--- src/hdl/modular_power_inverse_divide_core_macros.svh ---
// assertion macros for the modular power / inverse / divide core
// included by the modules that carry concurrent checks; no other dependencies
`ifndef MODULAR_POWER_INVERSE_DIVIDE_CORE_MACROS_SVH
`define MODULAR_POWER_INVERSE_DIVIDE_CORE_MACROS_SVH

`ifndef SYNTH
// plain property checked on every clock edge outside reset
`define MPID_ASSERT(lbl, clk, rstn, prop, msg) \
  lbl: assert property (@(posedge clk) disable iff (!(rstn)) (prop)) else $error(msg);
// antecedent in this cycle, consequent in the next
`define MPID_ASSERT_NEXT(lbl, clk, rstn, ante, cons, msg) \
  lbl: assert property (@(posedge clk) disable iff (!(rstn)) (ante) |=> (cons)) \
    else $error(msg);
`else
`define MPID_ASSERT(lbl, clk, rstn, prop, msg)
`define MPID_ASSERT_NEXT(lbl, clk, rstn, ante, cons, msg)
`endif

`endif

--- src/hdl/mpid_pkg.sv ---
// shared widths, request codes and the remainder step of the modular core
// no dependencies
package mpid_pkg;

  localparam int unsigned ModW    = 32;
  localparam int unsigned OpW     = 63;
  localparam int unsigned ReqW    = 2;
  localparam int unsigned ProdW   = 2 * ModW;
  localparam int unsigned PAddrW  = 3;
  // two dividend bits are retired per cycle
  localparam int unsigned RedSteps = ProdW / 2;
  localparam int unsigned CntW     = $clog2(RedSteps);

  localparam logic [ModW-1:0] ModulusReset = 32'd1000000007;

  localparam logic [ReqW-1:0] ReqPower   = 2'd0;
  localparam logic [ReqW-1:0] ReqInverse = 2'd1;
  localparam logic [ReqW-1:0] ReqDivide  = 2'd2;

  localparam logic [PAddrW-3:0] RegModulus = '0;

  // one restoring step: shift in a bit, subtract m once if it fits
  function automatic logic [ModW-1:0] red_step(input logic [ModW-1:0] rem,
                                                input logic            bit_in,
                                                input logic [ModW-1:0] m);
    logic [ModW:0] t;
    t = {rem, bit_in};
    if (t >= {1'b0, m}) begin
      t = t - {1'b0, m};
    end
    return t[ModW-1:0];
  endfunction

endpackage

--- src/hdl/modular_power_inverse_divide_core.sv ---
// modular power / inverse / divide core, top level
// depends on mpid_pkg and modular_power_inverse_divide_core_macros.svh
//
// usage:
//   config: APB-style port, one 32-bit register (modulus) at byte address 0,
//   reset value 1000000007; write it only while the core is idle.
//   input channel: req_type_i, operand_a_i, operand_b_i with in_valid_i and
//   in_stall_o; a word is taken when valid is high and stall is low. stall is
//   high from acceptance until the result has moved to the output register.
//   output channel: result_o with out_valid_o and out_stall_i; the output
//   register holds the result until the receiver takes it, and the core takes
//   the next request meanwhile. a finished result waits internally while the
//   output register is still full.
//   datapath: one shared 32x32 multiplier and a 2-bit-per-cycle remainder unit
//   do all the work. each operand is reduced on its own; each exponent bit
//   costs a square, plus a multiply when the bit is set, and each multiply
//   is followed by a full reduction. a modulus below 2 or an undefined code
//   returns 0 without any reduction.
//   reset: asynchronous, active low; the core comes up idle with the modulus
//   at its reset value and no result pending.
module modular_power_inverse_divide_core
  import mpid_pkg::*;
(
  input  logic              clk_i,
  input  logic              rst_ni,
  // configuration
  input  logic              psel,
  input  logic              penable,
  input  logic              pwrite,
  input  logic [PAddrW-1:0] paddr,
  input  logic [ModW-1:0]   pwdata,
  output logic [ModW-1:0]   prdata,
  output logic              pready,
  // request channel
  input  logic              in_valid_i,
  output logic              in_stall_o,
  input  logic [ReqW-1:0]   req_type_i,
  input  logic [OpW-1:0]    operand_a_i,
  input  logic [OpW-1:0]    operand_b_i,
  // result channel
  output logic              out_valid_o,
  input  logic              out_stall_i,
  output logic [ModW-1:0]   result_o
);

  `include "modular_power_inverse_divide_core_macros.svh"

  typedef enum logic [2:0] {
    S_IDLE,
    S_RED_A,
    S_RED_B,
    S_POW_CHK,
    S_MUL,
    S_RED,
    S_DONE
  } state_e;

  typedef enum logic [1:0] {
    STEP_ACC,
    STEP_SQR,
    STEP_FIN
  } step_e;

  state_e            state_q, state_d;
  step_e             step_q, step_d;
  logic              out_valid_q, out_valid_d;
  logic [ModW-1:0]   result_q, result_d;
  logic [ModW-1:0]   modulus_q;
  logic [ReqW-1:0]   req_q, req_d;
  logic [OpW-1:0]    exp_q, exp_d;
  logic [ModW-1:0]   base_q, base_d;
  logic [ModW-1:0]   acc_q, acc_d;
  logic [ModW-1:0]   ared_q, ared_d;
  logic [ProdW-1:0]  div_q, div_d;
  logic [ModW-1:0]   rem_q, rem_d;
  logic [CntW-1:0]   cnt_q, cnt_d;

  logic              cfg_wr;
  logic [ModW-1:0]   rem_mid, rem_nxt;
  logic              red_last;
  logic [ModW-1:0]   mul_x, mul_y;
  logic [ProdW-1:0]  prod;
  logic [OpW-1:0]    exp_m2;
  logic              in_accept;

  // ---------------------------------------------------------------------------
  // configuration register
  assign pready = 1'b1;
  assign cfg_wr = psel && penable && pwrite && (paddr[PAddrW-1:2] == RegModulus);
  assign prdata = (paddr[PAddrW-1:2] == RegModulus) ? modulus_q : '0;

  always_ff @(posedge clk_i or negedge rst_ni) begin
    if (!rst_ni) begin
      modulus_q <= ModulusReset;
    end else if (cfg_wr) begin
      modulus_q <= pwdata;
    end
  end

  // ---------------------------------------------------------------------------
  // shared datapath: remainder unit and multiplier
  always_comb begin
    rem_mid = red_step(rem_q, div_q[ProdW-1], modulus_q);
    rem_nxt = red_step(rem_mid, div_q[ProdW-2], modulus_q);
  end

  assign red_last = (cnt_q == CntW'(RedSteps - 1));
  assign exp_m2   = OpW'(modulus_q - ModW'(2));

  always_comb begin
    case (step_q)
      STEP_ACC: begin
        mul_x = acc_q;
        mul_y = base_q;
      end
      STEP_SQR: begin
        mul_x = base_q;
        mul_y = base_q;
      end
      default: begin
        mul_x = ared_q;
        mul_y = acc_q;
      end
    endcase
    prod = ProdW'(mul_x) * ProdW'(mul_y);
  end

  assign in_stall_o = (state_q != S_IDLE);
  assign in_accept  = in_valid_i && !in_stall_o;

  // ---------------------------------------------------------------------------
  // sequencer
  always_comb begin
    state_d     = state_q;
    step_d      = step_q;
    out_valid_d = out_valid_q;
    result_d    = result_q;
    req_d       = req_q;
    exp_d       = exp_q;
    base_d      = base_q;
    acc_d       = acc_q;
    ared_d      = ared_q;
    div_d       = div_q;
    rem_d       = rem_q;
    cnt_d       = cnt_q;

    if (out_valid_q && !out_stall_i) begin
      out_valid_d = 1'b0;
    end

    unique case (state_q)
      S_IDLE: begin
        if (in_accept) begin
          req_d = req_type_i;
          exp_d = operand_b_i;
          div_d = {1'b0, operand_a_i};
          rem_d = '0;
          cnt_d = '0;
          if (modulus_q < ModW'(2) || !(req_type_i == ReqPower ||
              req_type_i == ReqInverse || req_type_i == ReqDivide)) begin
            acc_d   = '0;
            state_d = S_DONE;
          end else begin
            state_d = S_RED_A;
          end
        end
      end

      S_RED_A: begin
        div_d = div_q << 2;
        rem_d = rem_nxt;
        cnt_d = cnt_q + CntW'(1);
        if (red_last) begin
          ared_d = rem_nxt;
          base_d = rem_nxt;
          acc_d  = ModW'(1);
          cnt_d  = '0;
          case (req_q)
            ReqDivide: begin
              // reduce the divisor next; it was parked in the exponent register
              div_d   = {1'b0, exp_q};
              rem_d   = '0;
              state_d = S_RED_B;
            end
            ReqInverse: begin
              exp_d   = exp_m2;
              state_d = S_POW_CHK;
            end
            default: begin
              state_d = S_POW_CHK;
            end
          endcase
        end
      end

      S_RED_B: begin
        div_d = div_q << 2;
        rem_d = rem_nxt;
        cnt_d = cnt_q + CntW'(1);
        if (red_last) begin
          cnt_d = '0;
          if (rem_nxt == '0) begin
            acc_d   = '0;
            state_d = S_DONE;
          end else begin
            base_d  = rem_nxt;
            exp_d   = exp_m2;
            acc_d   = ModW'(1);
            state_d = S_POW_CHK;
          end
        end
      end

      S_POW_CHK: begin
        if (exp_q == '0) begin
          if (req_q == ReqDivide) begin
            step_d  = STEP_FIN;
            state_d = S_MUL;
          end else begin
            state_d = S_DONE;
          end
        end else begin
          step_d  = exp_q[0] ? STEP_ACC : STEP_SQR;
          state_d = S_MUL;
        end
      end

      S_MUL: begin
        div_d   = prod;
        rem_d   = '0;
        cnt_d   = '0;
        state_d = S_RED;
      end

      S_RED: begin
        div_d = div_q << 2;
        rem_d = rem_nxt;
        cnt_d = cnt_q + CntW'(1);
        if (red_last) begin
          cnt_d = '0;
          case (step_q)
            STEP_ACC: begin
              acc_d   = rem_nxt;
              step_d  = STEP_SQR;
              state_d = S_MUL;
            end
            STEP_SQR: begin
              base_d  = rem_nxt;
              exp_d   = exp_q >> 1;
              state_d = S_POW_CHK;
            end
            default: begin
              acc_d   = rem_nxt;
              state_d = S_DONE;
            end
          endcase
        end
      end

      S_DONE: begin
        // hand over once the output register is free or being drained
        if (!out_valid_q || !out_stall_i) begin
          out_valid_d = 1'b1;
          result_d    = acc_q;
          state_d     = S_IDLE;
        end
      end

      default: begin
        state_d = S_IDLE;
      end
    endcase
  end

  always_ff @(posedge clk_i or negedge rst_ni) begin
    if (!rst_ni) begin
      state_q     <= S_IDLE;
      out_valid_q <= 1'b0;
      result_q    <= '0;
    end else begin
      state_q     <= state_d;
      out_valid_q <= out_valid_d;
      result_q    <= result_d;
    end
  end

  always_ff @(posedge clk_i) begin
    step_q <= step_d;
    req_q  <= req_d;
    exp_q  <= exp_d;
    base_q <= base_d;
    acc_q  <= acc_d;
    ared_q <= ared_d;
    div_q  <= div_d;
    rem_q  <= rem_d;
    cnt_q  <= cnt_d;
  end

  assign out_valid_o = out_valid_q;
  assign result_o    = result_q;

  // ---------------------------------------------------------------------------
  // checks
  `MPID_ASSERT_NEXT(a_accept_busy, clk_i, rst_ni, in_accept, state_q != S_IDLE,
    "core still idle after taking a request")
  `MPID_ASSERT_NEXT(a_mul_to_red, clk_i, rst_ni, state_q == S_MUL,
    state_q == S_RED && cnt_q == '0, "multiply not followed by a fresh reduction")
  `MPID_ASSERT_NEXT(a_pow_finish, clk_i, rst_ni,
    state_q == S_POW_CHK && exp_q == '0 && req_q != ReqDivide,
    state_q == S_DONE, "exhausted exponent did not finish the request")
  `MPID_ASSERT_NEXT(a_out_drain, clk_i, rst_ni,
    out_valid_q && !out_stall_i && state_q != S_DONE,
    !out_valid_q, "taken result word stayed valid")

endmodule

--- config.mk ---
export PLATFORM = sky130hd
export DESIGN_NAME = modular_power_inverse_divide_core
export DESIGN_NICKNAME = d
export VERILOG_FILES = /design/src/hdl/mpid_pkg.sv /design/src/hdl/modular_power_inverse_divide_core.sv
export VERILOG_INCLUDE_DIRS = /design/src /design/src/hdl
export SDC_FILE = /design/constraint.sdc
export NUM_CORES = 2
export LEC_CHECK = 0
export BUFFER_PORTS_ARGS = -buffer_cell sky130_fd_sc_hd__buf_2
export CAP_MARGIN = 20
export CORE_MARGIN = 2
export CORE_UTILIZATION = 25
export CTS_CLUSTER_DIAMETER = 30
export DETAILED_ROUTE_END_ITERATION = 8
export MAX_ROUTING_LAYER = met4
export PLACE_DENSITY = 0.47
export SLEW_MARGIN = 15
export SYNTH_ARGS = -nofsm -noshare
export SYNTH_HDL_FRONTEND = slang
export SYNTH_SLANG_ARGS = --single-unit
export TNS_END_PERCENT = 20
--- constraint.sdc ---
create_clock -name clk_i -period 9.62 [get_ports clk_i]
set_input_delay 0.962 -clock clk_i [delete_from_list [all_inputs] [get_ports clk_i]]
set_output_delay 0.962 -clock clk_i [all_outputs]
set_load 0.1 [all_outputs]
==> flow_summary.yaml <==
outcome:
  status: "finished clean"
critical_path:
  critPathTopFamily: "adder cells"
  crit_path_start: "step_q[1]"
  cp_max_fo: 18
  required_ps: 10080
  path_common_cell: "fa_1"
  critical_path_arrival_ps: 9830
  reg2reg_from: "step_q[1]"
  worst-path-buf-inv: 8
  crit_type: "flop to flop"
  max_stage_delay_ps: 620
  endpoint_kind: "flop"
  cp-start-kind: "flop"
  crit_path_top_delay_cell: "fa_1"
cells_and_area:
  syn_to_final_growth_pct: 16.8
  instances_no_fill: 8788
  layout_commonest_cell: "inv_1"
  fin_nets: 7336
  mostFrequentLayoutCells: "945 x inv_1, 898 x fa_1, 855 x nor2_1"
  drive_gt1_share_pct: 13.4
drt:
  drc: 0
  num_vias: 42737
  routedWlPerCell_um: 23.7
  dr.pass1.iters: 8
  drtIter0Drc: 3892
  wl_um: 208000
  via_per_inst: 4.86
  ant_nets: 0
sta:
  tightest_slew_ps: 1200
  skew_ps: 57.3
  drv_slew: 0
  hold_viol: 0
  min_period_ps: 9370
  slew-limit-headroom_pct: 19.5
  fmax_mhz: 107
  hold_ws_ps: 349
  setup_slack_ps: 252
  fin_crit_sh_pct: 97.4
  setup_viol: 0
  rsz0062_at_grt: "false"
synthesis:
  synth_top_area_share_pct: 34.4
  yosys.area.top_type: "fa_1"
  syn_inst: 5665
  seq_area_frac_synth_pct: 18.5
  synth-edff-count: 264
  avgSynthCellArea_um2: 9.22
  yosys-top-cells-area: "fa_1 34%, edfxtp_1 15%, ha_1 7.9%"
  mappedNetlistArea_um2: 52200
  ys.flop_type: "edfxtp_1"
  yosysWarnings: 0
  synth.net_count: 7063
  ys_ff_latch: 332
  synth-async-reset-ratio_pct: 20.5
  synth_cell_types: 95
place:
  dp_hpwl_um: 172000
  dpl.cell_count: 8656
  io_buffers: 233
  gp_congestion: 0.945
  place_ws_ps: -103
clock_tree:
  cts.htree.levels: 3
  ctsHoldBuffers: 0
  root_buffer: "clkbuf_16"
  cts.sinks: 332
  cts_tree: "yes"
  cts.clk_slew.worst_paths_ps: 60
  clk_latency_ps: 640
  cts_max_path_buffers: 3
  cts_buffers: 66
global_route:
  met3_usage_pct: 2.24
  grt_max_degree: 61
  grt_pass1_wl_um: 306000
  grt_overflow: 0
  top_usage_layer: "met2"
  use_met2_pct: 31.5
  grt_antenna_before_repair: 10
  first_global_vias: 43995
  use_met1_pct: 27.5
  grt_usage_pct: 20.2
die:
  die_x_um: 461
  design.die.area_um2: 213000
  die_y_um: 461
  ios: 237
  initial_core_util_pct: 25.2
  row_count: 167
  core_um2: 207000
min_path:
  hp-class: "input pin to asynchronous set/reset pin"
run:
  cap_viol_max_count: 0
## synth_stat cells (all sizes together) (43+ instances only)
master  instances
inv           945
fa            898
nor2          860
nand2         612
ha            330
edfxtp        264
clkbuf        260
a21oi         198
o21ai         168
mux2           94
xnor2          91
mux2i          88
a21o           60
a221o          57
o21a           53
dfrtp          52
xor2           46
nand3          43
## metrics by stage
| stage | setup TNS, ps | area, um^2 | util, % |
|---|---|---|---|
| after floorplan | 0 | 52200 | - |
| after global placement | -125 | 58600 | 28.2 |
| after detailed placement | -107 | 58600 | 28.2 |
| after CTS | 0 | 60900 | 29.4 |
| after global routing | 0 | 61000 | 29.4 |
| final | 0 | 61000 | 29.4 |
## repair_timing
| action | CTS | global route |
|---|---|---|
| gates resized for setup | 2 | 15 |
| setup endpoints to repair | 2 | 14 |
| pin swaps | 0 | 1 |
| buffers inserted | 0 | 2 |
## worst reg2reg max path, delay by kind of cell (launching register included)
family / cells / cell delay [ps]
DFF: 1 / 480
AOI/OAI and AO/OA: 6 / 1110
buffers and inverters: 8 / 1280
adders and majority gates: 9 / 4640
and+or+nand+nor: 9 / 1730
## cell families after synthesis
kind of cell | after synthesis | share of synthesized area [%]
AO/OA/AOI/OAI | 784 | 10.2
XOR/XNOR | 137 | 2.30
adder cells (fa/ha/maj) | 1228 | 42.3
buffers and inverters | 1241 | 8.99
flip-flops | 332 | 18.5
multiplexers | 182 | 3.71
other | 1 | 0.00718
AND/OR/NAND/NOR | 1760 | 14.0
## path summary, 6_finish.rpt
path | endpoint | slack [ps] | cells past startpoint
hold reg to reg | result_o[19] | 500 | 1
max in group asynchronous | result_o[17] | 8270 | 2
hold / removal | modulus_q[4] | 350 | 1
setup reg to reg | div_q[47] | 250 | 32
setup / recovery | div_q[47] | 250 | 32
min in group clk_i | result_o[19] | 500 | 1
## layer usage
metal / share of wire [%] / wire length, um
met5: 0 / 0
met4: 3.4 / 7000
met3: 6.0 / 12500
met2: 46 / 95400
met1: 45 / 93500
## layout make-up
class                           count  area, um^2
Clock buffer                       76        1730
Fill cell                       21804      146000
Timing Repair Buffer              500        3770
Sequential cell                   332        9650
Multi-Input combinational cell   4092       38200
Tap cell                         2788        3490
Clock inverter                     44         644
Inverter                          946        3550
Antenna cell                       10        25.0
## registers in the layout, indices dropped and copies added (netlist names)
name	flops
acc_q	32
ared_q	32
base_q	32
cnt_q	5
div_q	64
exp_q	63
modulus_q	32
out_valid_o	1
rem_q	32
req_q	2
result_o	32
state_q	3
step_q	2
Power is not shown: default switching activity piles up to over one toggle a cycle in this logic, so the estimate is an artifact.
